**src/hdl/grid_ray_cell_walker_macros.svh**
```systemverilog
// Assertion macros shared by the grid ray cell walker RTL.
// Included by the modules that carry concurrent assertions; no other dependencies.
`ifndef GRID_RAY_CELL_WALKER_MACROS_SVH
`define GRID_RAY_CELL_WALKER_MACROS_SVH
`ifndef SYNTHESIS
`define GRCW_ASSERT_IMP(lbl, clk, rst_n, ante, cons) \
	lbl: assert property (@(posedge clk) disable iff (!rst_n) (ante) |-> (cons)) \
		else $error("grcw assertion failed");
`define GRCW_ASSERT_NXT(lbl, clk, rst_n, ante, cons) \
	lbl: assert property (@(posedge clk) disable iff (!rst_n) (ante) |=> (cons)) \
		else $error("grcw assertion failed");
`else
`define GRCW_ASSERT_IMP(lbl, clk, rst_n, ante, cons)
`define GRCW_ASSERT_NXT(lbl, clk, rst_n, ante, cons)
`endif
`endif

```
**src/hdl/grcw_pkg.sv**
```systemverilog
// Shared types and constants of the grid ray cell walker.
// Used by the controller, the datapath, the arithmetic units and the top level.
package grcw_pkg;

	localparam int COORD_W = 24;
	localparam int CELL_W  = 26;
	localparam int CNT_W   = 7;
	localparam logic [CNT_W-1:0] MAX_CELLS = 7'd64;
	localparam logic [CNT_W-1:0] LIMIT_SAT = 7'd127;

	// Divider sizing: long divisions take a 49-bit dividend, short ones 26 bits.
	localparam int DIV_W           = 49;
	localparam int DIV_D_W         = 25;
	localparam int DIV_STEP_W      = 6;
	localparam int DIV_LONG_STEPS  = 49;
	localparam int DIV_SHORT_STEPS = 26;

	localparam int SQ_W    = 50;
	localparam int ROOT_W  = 25;
	localparam int MUL_W   = 26;
	localparam int PROD_W  = 52;

	typedef enum logic [4:0] {
		OP_NONE      = 5'd0,
		OP_LOAD      = 5'd1,
		OP_MUL_AA    = 5'd2,
		OP_MUL_BB    = 5'd3,
		OP_MUL_MM    = 5'd4,
		OP_SQRT_GO   = 5'd5,
		OP_USABLE    = 5'd6,
		OP_MUL_PB    = 5'd7,
		OP_DIV_PB    = 5'd8,
		OP_PB_CAP    = 5'd9,
		OP_DIV_CELL  = 5'd10,
		OP_CELL_CAP  = 5'd11,
		OP_WALK_INIT = 5'd12,
		OP_ITER      = 5'd13,
		OP_EMIT      = 5'd14,
		OP_MUL_T1    = 5'd15,
		OP_MUL_T2    = 5'd16,
		OP_STEP      = 5'd17
	} dp_op_t;

	typedef enum logic [2:0] {
		DSEL_OX   = 3'd0,
		DSEL_OY   = 3'd1,
		DSEL_TX   = 3'd2,
		DSEL_TY   = 3'd3,
		DSEL_SPAN = 3'd4
	} div_sel_t;

	typedef struct packed {
		dp_op_t   op;
		div_sel_t sel;
	} dp_cmd_t;

	typedef struct packed {
		logic short_ray;
		logic sqrt_busy;
		logic div_busy;
		logic origin_cell;
		logic at_end;
		logic last;
	} dp_status_t;

endpackage

```
**src/hdl/grcw_div.sv**
```systemverilog
// Restoring divider, one quotient bit per cycle, long or short dividend.
// Depends on grcw_pkg for its widths.
module grcw_div (
	input  logic                          clk,
	input  logic                          arst_n,
	input  logic                          start,
	input  logic                          short_mode,
	input  logic [grcw_pkg::DIV_W-1:0]    dividend,
	input  logic [grcw_pkg::DIV_D_W-1:0]  divisor,
	output logic                          busy,
	output logic [grcw_pkg::DIV_W-1:0]    quo,
	output logic [grcw_pkg::DIV_D_W-1:0]  rem
);

	logic [grcw_pkg::DIV_W-1:0]      q_q;
	logic [grcw_pkg::DIV_D_W-1:0]    r_q;
	logic [grcw_pkg::DIV_D_W-1:0]    d_q;
	logic [grcw_pkg::DIV_STEP_W-1:0] cnt_q;
	logic                            busy_q;
	logic [grcw_pkg::DIV_D_W:0]      r_shift;
	logic [grcw_pkg::DIV_D_W:0]      r_diff;
	logic                            ge;

	assign r_shift = {r_q, q_q[grcw_pkg::DIV_W-1]};
	assign r_diff  = r_shift - {1'b0, d_q};
	assign ge      = r_shift >= {1'b0, d_q};

	always_ff @(posedge clk or negedge arst_n) begin
		if (!arst_n) begin
			busy_q <= 1'b0;
			cnt_q  <= '0;
		end else if (start) begin
			busy_q <= 1'b1;
			cnt_q  <= short_mode ? grcw_pkg::DIV_STEP_W'(grcw_pkg::DIV_SHORT_STEPS)
			                     : grcw_pkg::DIV_STEP_W'(grcw_pkg::DIV_LONG_STEPS);
		end else if (busy_q) begin
			cnt_q  <= cnt_q - 1'b1;
			busy_q <= cnt_q != grcw_pkg::DIV_STEP_W'(1);
		end
	end

	// A short dividend is left-aligned so the quotient lands in the low bits.
	always_ff @(posedge clk) begin
		if (start) begin
			q_q <= short_mode ? {dividend[grcw_pkg::DIV_SHORT_STEPS-1:0],
			                     (grcw_pkg::DIV_W - grcw_pkg::DIV_SHORT_STEPS)'(0)}
			                  : dividend;
			r_q <= '0;
			d_q <= divisor;
		end else if (busy_q) begin
			q_q <= {q_q[grcw_pkg::DIV_W-2:0], ge};
			r_q <= ge ? r_diff[grcw_pkg::DIV_D_W-1:0] : r_shift[grcw_pkg::DIV_D_W-1:0];
		end
	end

	assign busy = busy_q;
	assign quo  = q_q;
	assign rem  = r_q;

endmodule

```
**src/hdl/grcw_sqrt.sv**
```systemverilog
// Digit-by-digit integer square root, one result bit per cycle.
// Depends on grcw_pkg for its widths.
module grcw_sqrt (
	input  logic                         clk,
	input  logic                         arst_n,
	input  logic                         start,
	input  logic [grcw_pkg::SQ_W-1:0]    radicand,
	output logic                         busy,
	output logic [grcw_pkg::ROOT_W-1:0]  root
);

	logic [grcw_pkg::SQ_W-1:0]   x_q;
	logic [grcw_pkg::ROOT_W+1:0] rem_q;
	logic [grcw_pkg::ROOT_W-1:0] root_q;
	logic [4:0]                  cnt_q;
	logic                        busy_q;
	logic [grcw_pkg::ROOT_W+3:0] r2;
	logic [grcw_pkg::ROOT_W+3:0] trial;
	logic [grcw_pkg::ROOT_W+3:0] r_diff;
	logic                        ge;

	assign r2     = {rem_q, x_q[grcw_pkg::SQ_W-1 -: 2]};
	assign trial  = {2'b00, root_q, 2'b01};
	assign r_diff = r2 - trial;
	assign ge     = r2 >= trial;

	always_ff @(posedge clk or negedge arst_n) begin
		if (!arst_n) begin
			busy_q <= 1'b0;
			cnt_q  <= '0;
		end else if (start) begin
			busy_q <= 1'b1;
			cnt_q  <= 5'(grcw_pkg::ROOT_W);
		end else if (busy_q) begin
			cnt_q  <= cnt_q - 1'b1;
			busy_q <= cnt_q != 5'd1;
		end
	end

	always_ff @(posedge clk) begin
		if (start) begin
			x_q    <= radicand;
			rem_q  <= '0;
			root_q <= '0;
		end else if (busy_q) begin
			x_q    <= {x_q[grcw_pkg::SQ_W-3:0], 2'b00};
			rem_q  <= ge ? r_diff[grcw_pkg::ROOT_W+1:0] : r2[grcw_pkg::ROOT_W+1:0];
			root_q <= {root_q[grcw_pkg::ROOT_W-2:0], ge};
		end
	end

	assign busy = busy_q;
	assign root = root_q;

endmodule

```
**src/hdl/grcw_dp.sv**
```systemverilog
// Datapath of the grid ray cell walker: ray setup registers, shared multiplier,
// square root and divider units, walk state and the result register.
// Depends on grcw_pkg, grcw_div, grcw_sqrt and the assertion macro header.
`include "grid_ray_cell_walker_macros.svh"
module grcw_dp (
	input  logic                                clk,
	input  logic                                arst_n,
	input  grcw_pkg::dp_cmd_t                   cmd,
	output grcw_pkg::dp_status_t                status,
	input  logic signed [grcw_pkg::COORD_W-1:0] origin_x,
	input  logic signed [grcw_pkg::COORD_W-1:0] origin_y,
	input  logic signed [grcw_pkg::COORD_W-1:0] target_x,
	input  logic signed [grcw_pkg::COORD_W-1:0] target_y,
	input  logic [15:0]                         grid_size,
	input  logic [15:0]                         trim_dist,
	output logic signed [grcw_pkg::COORD_W-1:0] cell_x,
	output logic signed [grcw_pkg::COORD_W-1:0] cell_y,
	output logic                                last_cell,
	output logic                                truncated
);

	localparam int CW = grcw_pkg::COORD_W;
	localparam int LW = grcw_pkg::CELL_W;

	logic signed [CW-1:0]  ox_q, oy_q, tx_q, ty_q;
	logic signed [CW-1:0]  ocx_q, ocy_q, ex_q, ey_q;
	logic [CW-1:0]         adx_q, ady_q;
	logic                  xneg_q, xpos_q, yneg_q, ypos_q;
	logic [15:0]           vs_q, m_q, remx_q, remy_q;
	logic [grcw_pkg::PROD_W-1:0]  prod_q, p1_q;
	logic [grcw_pkg::SQ_W-1:0]    sq_q;
	logic [grcw_pkg::ROOT_W-1:0]  len_q, usable_q;
	logic [grcw_pkg::CNT_W-1:0]   limit_q, iter_q, count_q;
	logic signed [LW-1:0]  cx_q, cy_q;
	logic [CW-1:0]         ax_q, ay_q;

	logic signed [CW:0]    dx_w, dy_w;
	logic [CW:0]           adx_w, ady_w;
	logic [grcw_pkg::MUL_W-1:0]  mul_a, mul_b;
	logic                  mul_en;

	logic                  sqrt_busy;
	logic [grcw_pkg::ROOT_W-1:0] sqrt_root;
	logic                  div_start, div_short, div_busy;
	logic [grcw_pkg::DIV_W-1:0]   div_dividend, div_quo;
	logic [grcw_pkg::DIV_D_W-1:0] div_divisor, div_rem;

	logic signed [CW-1:0]  cell_src;
	logic [CW-1:0]         cell_abs;
	logic                  cell_neg;
	logic [LW-1:0]         span_w;
	logic                  rem_nz;
	logic [CW-1:0]         qmag;
	logic signed [CW-1:0]  floor_q;
	logic [15:0]           floor_rem;
	logic [CW-1:0]         pb_off;
	logic signed [CW:0]    pb_x, pb_y;
	logic [5:0]            span_q6;

	logic                  at_end, origin_cell, last_w, lt_x, lt_y;
	logic [grcw_pkg::CNT_W-1:0] iter_nx, count_nx;

	assign dx_w  = {target_x[CW-1], target_x} - {origin_x[CW-1], origin_x};
	assign dy_w  = {target_y[CW-1], target_y} - {origin_y[CW-1], origin_y};
	assign adx_w = dx_w[CW] ? (CW+1)'(-dx_w) : (CW+1)'(dx_w);
	assign ady_w = dy_w[CW] ? (CW+1)'(-dy_w) : (CW+1)'(dy_w);

	// Shared multiplier; its product is always registered before use.
	always_comb begin
		mul_a  = '0;
		mul_b  = '0;
		mul_en = 1'b1;
		case (cmd.op)
			grcw_pkg::OP_MUL_AA: begin
				mul_a = 26'(adx_q);
				mul_b = 26'(adx_q);
			end
			grcw_pkg::OP_MUL_BB: begin
				mul_a = 26'(ady_q);
				mul_b = 26'(ady_q);
			end
			grcw_pkg::OP_MUL_MM: begin
				mul_a = 26'(m_q);
				mul_b = 26'(m_q);
			end
			grcw_pkg::OP_MUL_PB: begin
				mul_a = (cmd.sel == grcw_pkg::DSEL_OY) ? 26'(ady_q) : 26'(adx_q);
				mul_b = 26'(usable_q);
			end
			grcw_pkg::OP_MUL_T1: begin
				mul_a = 26'(ax_q);
				mul_b = 26'(ady_q);
			end
			grcw_pkg::OP_MUL_T2: begin
				mul_a = 26'(ay_q);
				mul_b = 26'(adx_q);
			end
			default: mul_en = 1'b0;
		endcase
	end

	// Source of a division by the cell size, and the floor correction of its result.
	always_comb begin
		case (cmd.sel)
			grcw_pkg::DSEL_OX: cell_src = ox_q;
			grcw_pkg::DSEL_OY: cell_src = oy_q;
			grcw_pkg::DSEL_TX: cell_src = tx_q;
			grcw_pkg::DSEL_TY: cell_src = ty_q;
			default:           cell_src = '0;
		endcase
	end
	assign cell_neg  = cell_src[CW-1];
	assign cell_abs  = cell_neg ? CW'(-cell_src) : CW'(cell_src);
	assign span_w    = LW'(usable_q) + LW'(vs_q) - LW'(1);
	assign rem_nz    = div_rem != '0;
	assign qmag      = div_quo[CW-1:0];
	assign floor_q   = cell_neg ? CW'(-(qmag + CW'(rem_nz))) : qmag;
	assign floor_rem = (cell_neg && rem_nz) ? vs_q - div_rem[15:0] : div_rem[15:0];
	assign span_q6   = div_quo[5:0];

	assign pb_off = div_quo[CW-1:0];
	assign pb_x   = xneg_q ? {ox_q[CW-1], ox_q} - {1'b0, pb_off}
	                       : {ox_q[CW-1], ox_q} + {1'b0, pb_off};
	assign pb_y   = yneg_q ? {oy_q[CW-1], oy_q} - {1'b0, pb_off}
	                       : {oy_q[CW-1], oy_q} + {1'b0, pb_off};

	always_comb begin
		div_start    = 1'b0;
		div_short    = 1'b0;
		div_dividend = prod_q[grcw_pkg::DIV_W-1:0];
		div_divisor  = len_q;
		case (cmd.op)
			grcw_pkg::OP_DIV_PB: div_start = 1'b1;
			grcw_pkg::OP_DIV_CELL: begin
				div_start    = 1'b1;
				div_short    = 1'b1;
				div_divisor  = grcw_pkg::DIV_D_W'(vs_q);
				div_dividend = (cmd.sel == grcw_pkg::DSEL_SPAN) ?
				               grcw_pkg::DIV_W'(span_w) : grcw_pkg::DIV_W'(cell_abs);
			end
			default: ;
		endcase
	end

	grcw_sqrt u_sqrt (
		.clk      (clk),
		.arst_n   (arst_n),
		.start    (cmd.op == grcw_pkg::OP_SQRT_GO),
		.radicand (sq_q),
		.busy     (sqrt_busy),
		.root     (sqrt_root)
	);

	grcw_div u_div (
		.clk        (clk),
		.arst_n     (arst_n),
		.start      (div_start),
		.short_mode (div_short),
		.dividend   (div_dividend),
		.divisor    (div_divisor),
		.busy       (div_busy),
		.quo        (div_quo),
		.rem        (div_rem)
	);

	// Walk decisions.
	assign origin_cell = (cx_q == LW'(ocx_q)) && (cy_q == LW'(ocy_q));
	assign at_end      = (cx_q == LW'(ex_q)) && (cy_q == LW'(ey_q));
	assign iter_nx     = iter_q + 1'b1;
	assign count_nx    = count_q + 1'b1;
	// A cell is the last one when the walk ends here or the next visit would hit a limit.
	assign last_w      = at_end || (iter_nx >= limit_q) || (count_nx >= grcw_pkg::MAX_CELLS);
	assign lt_x = (xneg_q || xpos_q) && (!(yneg_q || ypos_q) || (p1_q < prod_q));
	assign lt_y = (yneg_q || ypos_q) && (!(xneg_q || xpos_q) || (prod_q < p1_q));

	always_ff @(posedge clk) begin
		if (mul_en) begin
			prod_q <= mul_a * mul_b;
		end
		case (cmd.op)
			grcw_pkg::OP_LOAD: begin
				ox_q   <= origin_x;
				oy_q   <= origin_y;
				xneg_q <= dx_w[CW];
				xpos_q <= !dx_w[CW] && (dx_w != '0);
				yneg_q <= dy_w[CW];
				ypos_q <= !dy_w[CW] && (dy_w != '0);
				adx_q  <= adx_w[CW-1:0];
				ady_q  <= ady_w[CW-1:0];
				vs_q   <= (grid_size == 16'd0) ? 16'd1 : grid_size;
				m_q    <= trim_dist;
			end
			grcw_pkg::OP_MUL_BB: sq_q <= prod_q[grcw_pkg::SQ_W-1:0];
			grcw_pkg::OP_MUL_MM: sq_q <= sq_q + prod_q[grcw_pkg::SQ_W-1:0];
			grcw_pkg::OP_USABLE: begin
				len_q    <= sqrt_root;
				usable_q <= sqrt_root - grcw_pkg::ROOT_W'(m_q);
			end
			grcw_pkg::OP_PB_CAP: begin
				if (cmd.sel == grcw_pkg::DSEL_OY) begin
					ty_q <= pb_y[CW-1:0];
				end else begin
					tx_q <= pb_x[CW-1:0];
				end
			end
			grcw_pkg::OP_CELL_CAP: begin
				case (cmd.sel)
					grcw_pkg::DSEL_OX: begin
						ocx_q  <= floor_q;
						remx_q <= floor_rem;
					end
					grcw_pkg::DSEL_OY: begin
						ocy_q  <= floor_q;
						remy_q <= floor_rem;
					end
					grcw_pkg::DSEL_TX: ex_q <= floor_q;
					grcw_pkg::DSEL_TY: ey_q <= floor_q;
					default: begin
						// Visit limit is ceil(usable / size) * 3 + 8, saturated.
						limit_q <= (div_quo >= grcw_pkg::DIV_W'(40)) ? grcw_pkg::LIMIT_SAT
						         : grcw_pkg::CNT_W'({span_q6, 1'b0}) + grcw_pkg::CNT_W'(span_q6)
						           + grcw_pkg::CNT_W'(8);
					end
				endcase
			end
			grcw_pkg::OP_WALK_INIT: begin
				cx_q <= LW'(ocx_q);
				cy_q <= LW'(ocy_q);
				ax_q <= xpos_q ? CW'(vs_q - remx_q) : (xneg_q ? CW'(remx_q) : '0);
				ay_q <= ypos_q ? CW'(vs_q - remy_q) : (yneg_q ? CW'(remy_q) : '0);
			end
			grcw_pkg::OP_EMIT: begin
				cell_x    <= cx_q[CW-1:0];
				cell_y    <= cy_q[CW-1:0];
				last_cell <= last_w;
				truncated <= last_w && !at_end;
			end
			grcw_pkg::OP_MUL_T2: p1_q <= prod_q;
			grcw_pkg::OP_STEP: begin
				if (lt_x || !lt_y) begin
					cx_q <= xneg_q ? cx_q - LW'(1) : cx_q + LW'(1);
					ax_q <= ax_q + CW'(vs_q);
				end
				if (lt_y || !lt_x) begin
					cy_q <= yneg_q ? cy_q - LW'(1) : cy_q + LW'(1);
					ay_q <= ay_q + CW'(vs_q);
				end
			end
			default: ;
		endcase
	end

	always_ff @(posedge clk or negedge arst_n) begin
		if (!arst_n) begin
			iter_q  <= '0;
			count_q <= '0;
		end else begin
			case (cmd.op)
				grcw_pkg::OP_WALK_INIT: begin
					iter_q  <= '0;
					count_q <= '0;
				end
				grcw_pkg::OP_ITER: iter_q <= iter_nx;
				grcw_pkg::OP_EMIT: begin
					iter_q  <= iter_nx;
					count_q <= count_nx;
				end
				default: ;
			endcase
		end
	end

	assign status.short_ray   = {2'b00, sq_q} <= prod_q;
	assign status.sqrt_busy   = sqrt_busy;
	assign status.div_busy    = div_busy;
	assign status.origin_cell = origin_cell;
	assign status.at_end      = at_end;
	assign status.last        = last_w;

	`GRCW_ASSERT_IMP(a_emit_in_bounds, clk, arst_n, cmd.op == grcw_pkg::OP_EMIT, (count_q < grcw_pkg::MAX_CELLS) && (iter_q < limit_q))
	`GRCW_ASSERT_NXT(a_step_moves, clk, arst_n, cmd.op == grcw_pkg::OP_STEP, (cx_q != $past(cx_q)) || (cy_q != $past(cy_q)))
	`GRCW_ASSERT_IMP(a_div_free, clk, arst_n, div_start, !div_busy)

endmodule

```
**src/hdl/grcw_ctrl.sv**
```systemverilog
// Controller of the grid ray cell walker: sequences the ray setup and the cell walk,
// and owns both stream handshakes. Depends on grcw_pkg and the assertion macro header.
`include "grid_ray_cell_walker_macros.svh"
module grcw_ctrl (
	input  logic                 clk,
	input  logic                 arst_n,
	input  logic                 s_tvalid,
	output logic                 s_tready,
	output logic                 m_tvalid,
	input  logic                 m_tready,
	output grcw_pkg::dp_cmd_t    cmd,
	input  grcw_pkg::dp_status_t status
);

	typedef enum logic [19:0] {
		ST_IDLE   = 20'h00001,
		ST_SQX    = 20'h00002,
		ST_SQY    = 20'h00004,
		ST_SQM    = 20'h00008,
		ST_TEST   = 20'h00010,
		ST_SQRT   = 20'h00020,
		ST_SQRT_W = 20'h00040,
		ST_USE    = 20'h00080,
		ST_PBM    = 20'h00100,
		ST_PBD    = 20'h00200,
		ST_PBW    = 20'h00400,
		ST_PBE    = 20'h00800,
		ST_CD     = 20'h01000,
		ST_CW     = 20'h02000,
		ST_CE     = 20'h04000,
		ST_INIT   = 20'h08000,
		ST_CHK    = 20'h10000,
		ST_M1     = 20'h20000,
		ST_M2     = 20'h40000,
		ST_STEP   = 20'h80000
	} state_t;

	state_t              state_q, state_nx;
	grcw_pkg::div_sel_t  sel_q, sel_nx;
	logic                out_valid_q;
	logic                emit;

	always_comb begin
		state_nx = state_q;
		sel_nx   = sel_q;
		cmd.op   = grcw_pkg::OP_NONE;
		cmd.sel  = sel_q;
		s_tready = 1'b0;
		case (state_q)
			ST_IDLE: begin
				s_tready = 1'b1;
				if (s_tvalid) begin
					cmd.op   = grcw_pkg::OP_LOAD;
					state_nx = ST_SQX;
				end
			end
			ST_SQX: begin
				cmd.op   = grcw_pkg::OP_MUL_AA;
				state_nx = ST_SQY;
			end
			ST_SQY: begin
				cmd.op   = grcw_pkg::OP_MUL_BB;
				state_nx = ST_SQM;
			end
			ST_SQM: begin
				cmd.op   = grcw_pkg::OP_MUL_MM;
				state_nx = ST_TEST;
			end
			ST_TEST: state_nx = status.short_ray ? ST_IDLE : ST_SQRT;
			ST_SQRT: begin
				cmd.op   = grcw_pkg::OP_SQRT_GO;
				state_nx = ST_SQRT_W;
			end
			ST_SQRT_W: begin
				if (!status.sqrt_busy) begin
					state_nx = ST_USE;
				end
			end
			ST_USE: begin
				cmd.op   = grcw_pkg::OP_USABLE;
				sel_nx   = grcw_pkg::DSEL_OX;
				state_nx = ST_PBM;
			end
			ST_PBM: begin
				cmd.op   = grcw_pkg::OP_MUL_PB;
				state_nx = ST_PBD;
			end
			ST_PBD: begin
				cmd.op   = grcw_pkg::OP_DIV_PB;
				state_nx = ST_PBW;
			end
			ST_PBW: begin
				if (!status.div_busy) begin
					state_nx = ST_PBE;
				end
			end
			ST_PBE: begin
				cmd.op = grcw_pkg::OP_PB_CAP;
				if (sel_q == grcw_pkg::DSEL_OY) begin
					sel_nx   = grcw_pkg::DSEL_OX;
					state_nx = ST_CD;
				end else begin
					sel_nx   = grcw_pkg::DSEL_OY;
					state_nx = ST_PBM;
				end
			end
			ST_CD: begin
				cmd.op   = grcw_pkg::OP_DIV_CELL;
				state_nx = ST_CW;
			end
			ST_CW: begin
				if (!status.div_busy) begin
					state_nx = ST_CE;
				end
			end
			ST_CE: begin
				cmd.op = grcw_pkg::OP_CELL_CAP;
				if (sel_q == grcw_pkg::DSEL_SPAN) begin
					state_nx = ST_INIT;
				end else begin
					sel_nx   = grcw_pkg::div_sel_t'(sel_q + 3'd1);
					state_nx = ST_CD;
				end
			end
			ST_INIT: begin
				cmd.op   = grcw_pkg::OP_WALK_INIT;
				state_nx = ST_CHK;
			end
			ST_CHK: begin
				if (status.origin_cell) begin
					cmd.op   = grcw_pkg::OP_ITER;
					state_nx = status.at_end ? ST_IDLE : ST_M1;
				end else if (!out_valid_q || m_tready) begin
					cmd.op   = grcw_pkg::OP_EMIT;
					state_nx = status.last ? ST_IDLE : ST_M1;
				end
			end
			ST_M1: begin
				cmd.op   = grcw_pkg::OP_MUL_T1;
				state_nx = ST_M2;
			end
			ST_M2: begin
				cmd.op   = grcw_pkg::OP_MUL_T2;
				state_nx = ST_STEP;
			end
			ST_STEP: begin
				cmd.op   = grcw_pkg::OP_STEP;
				state_nx = ST_CHK;
			end
			default: state_nx = ST_IDLE;
		endcase
	end

	assign emit = cmd.op == grcw_pkg::OP_EMIT;

	always_ff @(posedge clk or negedge arst_n) begin
		if (!arst_n) begin
			state_q     <= ST_IDLE;
			sel_q       <= grcw_pkg::DSEL_OX;
			out_valid_q <= 1'b0;
		end else begin
			state_q     <= state_nx;
			sel_q       <= sel_nx;
			out_valid_q <= emit || (out_valid_q && !m_tready);
		end
	end

	assign m_tvalid = out_valid_q;

	`GRCW_ASSERT_IMP(a_emit_no_overwrite, clk, arst_n, emit, !out_valid_q || m_tready)
	`GRCW_ASSERT_NXT(a_emit_shows, clk, arst_n, emit, out_valid_q)
	`GRCW_ASSERT_IMP(a_idle_to_load, clk, arst_n, s_tvalid && s_tready, cmd.op == grcw_pkg::OP_LOAD)

endmodule

```
**src/hdl/grid_ray_cell_walker.sv**
```systemverilog
// Top level of the grid ray cell walker: APB register file, controller and datapath.
// Depends on grcw_pkg, grcw_ctrl and grcw_dp.

// One ray is taken at a time. A ray whose length does not exceed the margin is
// dropped once its squared length has been tested. Any other ray goes through
// setup: a square root, then two pull-back divisions and five divisions by the
// cell size, the divisions all on one shared serial divider, plus multiplier
// work. The walk then passes the origin cell and, for each emitted cell, checks
// and emits it, forms both crossing-time products in turn on the shared
// multiplier and steps. The next ray is accepted only after the walk ends, any
// output stalls included. The last result waits in an output register without
// blocking the next ray.
module grid_ray_cell_walker (
	input  logic        clk,
	input  logic        arst_n,
	input  logic        s_tvalid,
	output logic        s_tready,
	input  logic [95:0] s_tdata,   // origin_x, origin_y, target_x, target_y
	output logic        m_tvalid,
	input  logic        m_tready,
	output logic [47:0] m_tdata,   // cell_x, cell_y
	output logic        m_tlast,   // last_cell
	output logic        m_tuser,   // truncated
	input  logic        psel,
	input  logic        penable,
	input  logic        pwrite,
	input  logic [2:0]  paddr,
	input  logic [31:0] pwdata,
	output logic [31:0] prdata,
	output logic        pready
);

	localparam logic REG_GRID_SIZE = 1'b0;

	logic [15:0]          grid_size_q;
	logic [15:0]          trim_dist_q;
	grcw_pkg::dp_cmd_t    cmd;
	grcw_pkg::dp_status_t status;
	logic signed [23:0]   cell_x, cell_y;

	assign pready = 1'b1;

	always_ff @(posedge clk or negedge arst_n) begin
		if (!arst_n) begin
			grid_size_q <= 16'd256;
			trim_dist_q <= 16'd0;
		end else if (psel && penable && pwrite) begin
			if (paddr[2] == REG_GRID_SIZE) begin
				grid_size_q <= pwdata[15:0];
			end else begin
				trim_dist_q <= pwdata[15:0];
			end
		end
	end

	assign prdata = (paddr[2] == REG_GRID_SIZE) ? {16'd0, grid_size_q}
	                                            : {16'd0, trim_dist_q};

	grcw_ctrl u_ctrl (
		.clk      (clk),
		.arst_n   (arst_n),
		.s_tvalid (s_tvalid),
		.s_tready (s_tready),
		.m_tvalid (m_tvalid),
		.m_tready (m_tready),
		.cmd      (cmd),
		.status   (status)
	);

	grcw_dp u_dp (
		.clk       (clk),
		.arst_n    (arst_n),
		.cmd       (cmd),
		.status    (status),
		.origin_x  (s_tdata[23:0]),
		.origin_y  (s_tdata[47:24]),
		.target_x  (s_tdata[71:48]),
		.target_y  (s_tdata[95:72]),
		.grid_size (grid_size_q),
		.trim_dist (trim_dist_q),
		.cell_x    (cell_x),
		.cell_y    (cell_y),
		.last_cell (m_tlast),
		.truncated (m_tuser)
	);

	assign m_tdata = {cell_y, cell_x};

endmodule

```
**config.mk**
```make
export PLATFORM = sky130hd
export DESIGN_NAME = grid_ray_cell_walker
export DESIGN_NICKNAME = d
export VERILOG_FILES = /design/src/hdl/grcw_pkg.sv /design/src/hdl/grcw_div.sv /design/src/hdl/grcw_sqrt.sv /design/src/hdl/grcw_dp.sv /design/src/hdl/grcw_ctrl.sv /design/src/hdl/grid_ray_cell_walker.sv
export VERILOG_INCLUDE_DIRS = /design/src /design/src/hdl
export SDC_FILE = /design/constraint.sdc
export NUM_CORES = 2
export LEC_CHECK = 0
export ABC_CLOCK_PERIOD_IN_PS = 13590
export BUFFER_PORTS_ARGS = -buffer_cell sky130_fd_sc_hd__buf_4
export CAP_MARGIN = 20
export CORE_ASPECT_RATIO = 1.1
export CORE_MARGIN = 2
export CORE_UTILIZATION = 60
export CTS_CLUSTER_SIZE = 28
export DETAILED_ROUTE_END_ITERATION = 10
export PLACE_DENSITY = 0.77
export RECOVER_POWER = 25
export SLEW_MARGIN = 10
export SYNTH_ARGS = -nofsm -noshare
export SYNTH_HDL_FRONTEND = slang
export SYNTH_SLANG_ARGS = --single-unit
export TNS_END_PERCENT = 1
```
**constraint.sdc**
```tcl
create_clock -name clk -period 13.59 [get_ports clk]
set_clock_uncertainty 0.1 [all_clocks]
set_input_delay 3.3975 -clock clk [delete_from_list [all_inputs] [get_ports clk]]
set_output_delay 3.3975 -clock clk [all_outputs]
set_load 0.03 [all_outputs]
```
Word-level counts from Yosys, hierarchy flattened
Cells that the tools add are included.
Widths: inputs -> output; s select.
{"block": "classes", "n_addsub": 33, "n_mul": 1, "order_cmp": 8, "eq_ne": 55, "n_mux": 71, "n_bitwise": 3, "reduce_logical": 62}
{"cell": "$pmux 20 s19", "count": 1}
{"cell": "$mux 24", "count": 11}
{"cell": "$mux 49", "count": 4}
{"cell": "$pmux 26 s6", "count": 1}
{"cell": "$mux 26", "count": 5}
{"cell": "$mux 20", "count": 6}
{"cell": "$eq 26x24->1", "count": 4}
{"cell": "$lt 52x52->1", "count": 2}
{"cell": "$pmux 26 s2", "count": 2}
{"cell": "$mux 50", "count": 2}
{"cell": "$pmux 25 s4", "count": 1}
{"cell": "$pmux 50 s2", "count": 1}
{"cell": "$mux 16", "count": 6}
{"cell": "$neg 24->24", "count": 4}
{"cell": "$pmux 24 s2", "count": 2}
{"cell": "$pmux 24 s4", "count": 1}
{"cell": "$pmux 5 s16", "count": 1}
{"cell": "$reduce_bool 25->1", "count": 3}
{"cell": "$add 26x2->26 const B", "count": 2}
{"cell": "$le 50x52->1", "count": 1}
{"cell": "$sub 26x2->26 const B", "count": 2}
{"cell": "$mul 26x25->51", "count": 1}
{"cell": "$add 50x50->50", "count": 1}
{"cell": "$sub 24x24->25", "count": 2}
{"cell": "79 further kinds", "count": 167}
{"block": "word_totals", "register_bits": 953, "out_inout_bits": 85, "wordCells": 283}

Depth between registers and ports, before layout
{"block": "depth", "ltp_word": 9, "depth_mapped": 42, "ltp_nobuf": 38}

Cells and area by module
Synthesis repeated with hierarchy kept, for this count alone.
{"block": "unflattened", "cells_unflattened": 8720, "area_unflattened_um2": 83508.8}
{"mod": "grcw_dp", "n_inst": 1, "cells_per_inst": 7287, "area_per_inst_um2": 68390.6, "seq_area_each_um2": 20439.6}
{"mod": "grcw_div", "n_inst": 1, "cells_per_inst": 580, "area_per_inst_um2": 6008.3, "seq_area_each_um2": 2897.8}
{"mod": "grcw_sqrt", "n_inst": 1, "cells_per_inst": 587, "area_per_inst_um2": 5943.2, "seq_area_each_um2": 2692.6}
{"mod": "grid_ray_cell_walker", "n_inst": 1, "cells_per_inst": 105, "area_per_inst_um2": 1599.0, "seq_area_each_um2": 802.0}
{"mod": "grcw_ctrl", "n_inst": 1, "cells_per_inst": 161, "area_per_inst_um2": 1567.8, "seq_area_each_um2": 601.8}

Worst setup path after synthesis
OpenSTA, ideal clock, no wires.
{"block": "synth_timing", "kind": "reg2reg", "from": "reg u_ctrl.state_q[1]", "to": "reg u_dp.prod_q[47] (netlist bit), data pin", "setup_ns": 0.263, "arrival_ns": 10.577, "required_time_ns": 13.227, "path_slack_ns": 2.650, "path_stages_with_launch": 37, "n_path_buf": 2, "period_less_slack_ns": 10.940, "path_cell_list": "dfrtp_1 nor2_1 nand2_1 or3_1 or2_2 or3_1 nor3b_2 clkbuf_1 nand2_1 nand2_1 a221o_1 buf_2 nand2_1 fa_1 inv_1 fa_1 inv_1 fa_1 fa_1 inv_1 fa_1 fa_1 inv_1 fa_1 inv_1 ha_1 a21o_1 a21o_1 a21oi_1 a31oi_1 o31a_1 a21oi_1 o31ai_1 a221o_1 a221o_1 a21oi_1 xnor2_1"}
{"block": "synth_via", "elab_chain_len": 6, "word_cells_on_any_way": 28, "classes_between": "mul (1); eq/ne (22); mux (3); reduce/logical (2)"}
{"item": "start: declaration", "line_no": "grcw_ctrl.sv:38", "rtl": "state_t state_q, state_nx;"}
{"item": "start signal: assignment", "line_no": "grcw_ctrl.sv:162", "rtl": "state_q <= state_nx;"}
{"item": "$eq 20x20->1 (tied with other cells)", "line_no": "grcw_ctrl.sv:49", "rtl": "case (state_q)"}
{"item": "$pmux 5 s16 *", "line_no": "grcw_ctrl.sv:49"}
{"item": "$eq 5x2->1 (tied with other cells)", "line_no": "grcw_dp.sv:73", "rtl": "case (cmd.op)"}
{"item": "$reduce_or 2->1 (no source line)"}
{"item": "$pmux 25 s4", "line_no": "grcw_dp.sv:73"}
{"item": "$mul 26x25->51 *", "line_no": "grcw_dp.sv:178", "rtl": "prod_q <= mul_a * mul_b;"}
{"item": "end signal: assignment", "line_no": "grcw_dp.sv:178"}
{"item": "end: declaration", "line_no": "grcw_dp.sv:30", "rtl": "logic [grcw_pkg::PROD_W-1:0] prod_q, p1_q;"}
Every way passes the cells marked *; elsewhere a longest branch is shown, timed or not.
A chain may end at the register's enable or synchronous reset.

Worst setup path after layout
{"block": "layout_timing", "from": "reg u_ctrl.state_q[3]", "to": "reg u_dp.prod_q[47] (netlist bit), data pin"}
Same word-level chain as after synthesis.

==> results.md <==
Yosys:
- Summing every instance area after synthesis gives 0.0813 mm².
- The dominant cell type by area after synthesis is sky130_fd_sc_hd__edfxtp_1.
- The area fraction of the dominant cell type after synthesis is 0.292.
- For this run, the leading register cell type out of synthesis is sky130_fd_sc_hd__edfxtp_1.
- The number of warning messages in the yosys log is 0.
- Of the synthesized area, sequential elements account for 0.337.
- Each instance of the synthesized netlist takes up on average around 9.5 µm².
- Synthesis produced 8599 cells.
- The fraction of synthesis flops using an asynchronous set or reset pin is 0.0873.
- The netlist uses 89 different library cells.
- The most repeated cell in the gate-level netlist after synthesis is sky130_fd_sc_hd__nand2_1.
- Counting flops with a built-in enable in the synthesized netlist gives 791.
- The number of synthesized register bits is 951.
- After synthesis, the cell types taking the most area are sky130_fd_sc_hd__edfxtp_1, sky130_fd_sc_hd__fa_1, sky130_fd_sc_hd__ha_1.
- After synthesis, the most frequently instantiated cells are sky130_fd_sc_hd__nand2_1, sky130_fd_sc_hd__inv_1, sky130_fd_sc_hd__edfxtp_1.

Timing:
- Of the available clock period, the critical path in the final layout requires 0.890.
- Setup violations remaining at the end of the flow were counted as 0.
- The total count of max-transition violations in the final report is ~420.
- At the pin with the least slew margin, the transition time is between 3000 and 4000 ps.
- Setup repair after global routing left no endpoint under its margin.
- Derived from the worst setup path, the maximum achievable clock frequency is about 83 MHz.
- The time the final worst path needs with I/O delays and setup is 12090 ps.
- The relative max-transition margin is -1.50.
- After routing, the total negative slack on setup checks comes to 0 ps.
- The number of endpoints with negative hold slack in the final report is 0.

Floorplanning:
- The initial utilization of the core area, before any placement, comes to 0.605.
- Measured along the x axis, the die boundary spans around 360 µm.
- The region available for standard cell placement spans 0.134 mm².
- The number of top-level pins is 223.
- The initialized floorplan defines 141 standard-cell rows.
- The die outline height is 390 µm.
- The die covers about 0.14 mm².

Clocking:
- Clock-pin slew was measured on the worst setup and hold paths at 70 ps.
- Clock tree synthesis selected as its root buffer the cell sky130_fd_sc_hd__clkbuf_16.
- The number of buffers added for setup after CTS is 0.
- The H-tree depth reported by CTS is 3.
- The CTS tree is built.
- The maximum buffer depth of the clock tree is 3.
- Clock latency on the worst-skew pair, taken at its later pin, is 770 ps.
- The number of gates resized after CTS was 0.
- Buffers inserted to repair hold after CTS numbered 0.
- The number of buffers inserted during clock tree synthesis is 102.
- Counting every sink on the clock net gives 951.

Critical path:
- The slowest library cell on the worst path is sky130_fd_sc_hd__nand2b_1.
- For the worst setup path, the data arrival time is 12460 ps.
- The critical path is of the flop to flop type.
- The largest fanout on the critical path is 19.
- The origin of the worst setup path is u_ctrl.state_q[3].
- At the worst endpoint, the required time is 13960 ps.
- The worst setup path is launched from a flop.
- For the worst flop-to-flop path, the logic depth is 33.
- The end of the worst register-to-register path is u_dp.prod_q[47].
- Across all register-to-register paths, the minimum setup slack is 1500 ps.
- The worst setup path is captured at a flop.
- Counting stages on the worst path, the most repeated cell is sky130_fd_sc_hd__fa_1.
- In this design, the stage delay of the slowest critical-path cell is 1000 ps.
- The reg-to-reg startpoint is u_ctrl.state_q[3].

Power and ir drop:
- Dividing total power by cell area gives a power density of 130 mW/mm².
- The static leakage power is 39.0 nW.
- Overall power consumption after layout is estimated at between 10 and 15 mW.
- VDD sags by at most 131 µV.

Detailed routing:
- In the routed layout, each cell is associated on average with a via count of 6.23.
- The pre-antenna-repair detailed-routing pass consisted of 10 iterations.
- In this run the remaining antenna-violating nets after routing total 0.
- The average wire length per cell after detail routing is 24.8 µm.
- The count of routing violations after the opening detailed-route iteration is 7196.
- The via count is 66078.
- For this block, the routed nets add up to 263000 µm of wire.
- The remaining routing DRC violations is 0.

Final layout:
- The number of filler cells placed in the layout is roughly 11000.
- For this run, the share of the core covered by cells in the final layout is 0.655.
- The net count of the finished layout is 10136.
- Of the cells placed in the final design, the portion with a size suffix greater than 1 is 0.0612.
- The count of cells in the finished layout, fillers not included, comes to 10602.
- The area growth from synthesis to layout is 8.28%.

Global route:
- Global routing finished with a remaining overflow of 0.
- The maximum number of pins on one net before global-route repair is 89.
- The number of antenna violations at the first check in global routing is 10.
- The via count of the first global-routing pass is 64658.
- The wire length of the first global-routing pass is approximately 390000 µm.
- Across every metal layer, demand over resource in global routing totals 0.378.

Hold path:
- The startpoint of the worst hold path is u_dp.u_sqrt.rem_q[25].
- The min-delay analysis places its worst path in the category flop to flop.
- Along the worst hold path, the cell count comes to 2.
- The endpoint of the worst hold path is u_dp.u_sqrt.rem_q[25].

Placed design:
- In this run the tool buffered the top-level ports with 187 buffer cells.
- The number of instances in the placed design is between 10000 and 15000.
- The final weighted congestion of routability-driven global placement is 1.03.
- The detailed placer's ending HPWL is 206000 µm.

Outcome:
- The final reports fail on capacitance limit, slew limit.
- The run finished, with violations left.

Job:
- The total of max-cap violations is 10.
[power breakdown]
| part | internal (mW) | switching, mW | total [mW] | leakage [nW] |
|---|---|---|---|---|
| registers | 3.55 | 0.340 | 3.89 | 8.94 |
| clock network | 1.58 | 1.27 | 2.85 | 1.63 |
| logic | 1.68 | 3.05 | 4.73 | 28.5 |
| total | 6.81 | 4.66 | 11.5 | 39.0 |
[sequential cells by signal, indices dropped and copies added, names as in the netlist, 25 cells and up]
signal	cells
u_dp.p1_q	51
u_dp.prod_q	51
u_dp.sq_q	50
u_dp.u_sqrt.x_q	50
u_dp.u_div.quo	49
u_dp.u_sqrt.rem_q	27
u_dp.cx_q	26
u_dp.cy_q	26
u_dp.len_q	25
u_dp.u_div.d_q	25
u_dp.u_div.rem	25
u_dp.u_sqrt.root	25
u_dp.usable_q	25
[cells by family after synthesis]
kind of cell	after synthesis	share of synthesized area
buffers and inverters	1409	0.0666
flip-flops	951	0.337
adder cells (fa/ha/maj)	1273	0.244
XOR/XNOR	589	0.0635
AND/OR/NAND/NOR	2497	0.137
other	2	0.0000923
multiplexers	88	0.0116
AO/OA/AOI/OAI	1790	0.140
[routing by layer]
metal  global-route usage  share of wire
met5                    0        0.00014
met4                0.261          0.084
met3               0.0741           0.10
met2                0.584           0.44
met1                0.481           0.37
[how the worst max path moves through the flow]
| stage | to | slack, ps |
|---|---|---|
| floorplan | u_dp.prod_q[47] | 2650 |
| global placement | u_dp.prod_q[50] | 2040 |
| detailed placement | u_dp.prod_q[50] | 1830 |
| CTS | u_dp.prod_q[50] | 1800 |
| global route | u_dp.prod_q[50] | 1150 |
| finish | u_dp.prod_q[47] | 1500 |
[area by class of cell]
class / instances / area, µm² / share of cell area
clock buffer: 126 / 2690 / 0.0306
sequential: 951 / 27400 / 0.311
antenna: 4 / 10.0 / 0.000114
clock inverter: 64 / 677 / 0.00769
inverter: 1092 / 4100 / 0.0465
tap: 1787 / 2240 / 0.0254
multi-input combinational: 6254 / 48700 / 0.553
timing repair buffer: 324 / 2240 / 0.0255
[critical path, delay by kind of cell (launching register included)]
kind	cells	cell delay (ps)
AND/OR/NAND/NOR	8	3820
flip-flops	1	430
XOR/XNOR	1	80
buffers and inverters	6	610
AO/OA/AOI/OAI	10	2620
adder cells (fa/ha/maj)	8	4120
[stage by stage]
stage	instance area, µm²	setup WS [ps]	hold slack (ps)
2_1_floorplan	81400	2650	327
3_3_place_gp	84900	2040	345
3_5_place_dp	84900	1830	352
4_1_cts	88300	1800	368
5_1_grt	88100	1150	380
6_report	88100	1500	371
[layout by cell type, fill, tap and decap left out, types with 80 or more instances in the layout]
cell | netlist | routed
sky130_fd_sc_hd__nor3_1 | 116 | 116
sky130_fd_sc_hd__nor2b_1 | 99 | 99
sky130_fd_sc_hd__dfrtp_1 | 81 | 80
sky130_fd_sc_hd__a21o_1 | 163 | 163
sky130_fd_sc_hd__nor2_1 | 596 | 594
sky130_fd_sc_hd__clkbuf_1 | 231 | 86
sky130_fd_sc_hd__inv_1 | 1090 | 1087
sky130_fd_sc_hd__clkbuf_16 | 0 | 103
sky130_fd_sc_hd__fa_1 | 521 | 521
sky130_fd_sc_hd__ha_1 | 752 | 752
sky130_fd_sc_hd__edfxtp_1 | 791 | 791
sky130_fd_sc_hd__buf_4 | 17 | 250
sky130_fd_sc_hd__a21oi_1 | 505 | 505
sky130_fd_sc_hd__xnor2_1 | 387 | 387
sky130_fd_sc_hd__nand2_1 | 1140 | 1138
sky130_fd_sc_hd__nand3_1 | 113 | 113
sky130_fd_sc_hd__xor2_1 | 201 | 201
sky130_fd_sc_hd__o21ai_0 | 461 | 452
(Power assumes the default switching activity.)
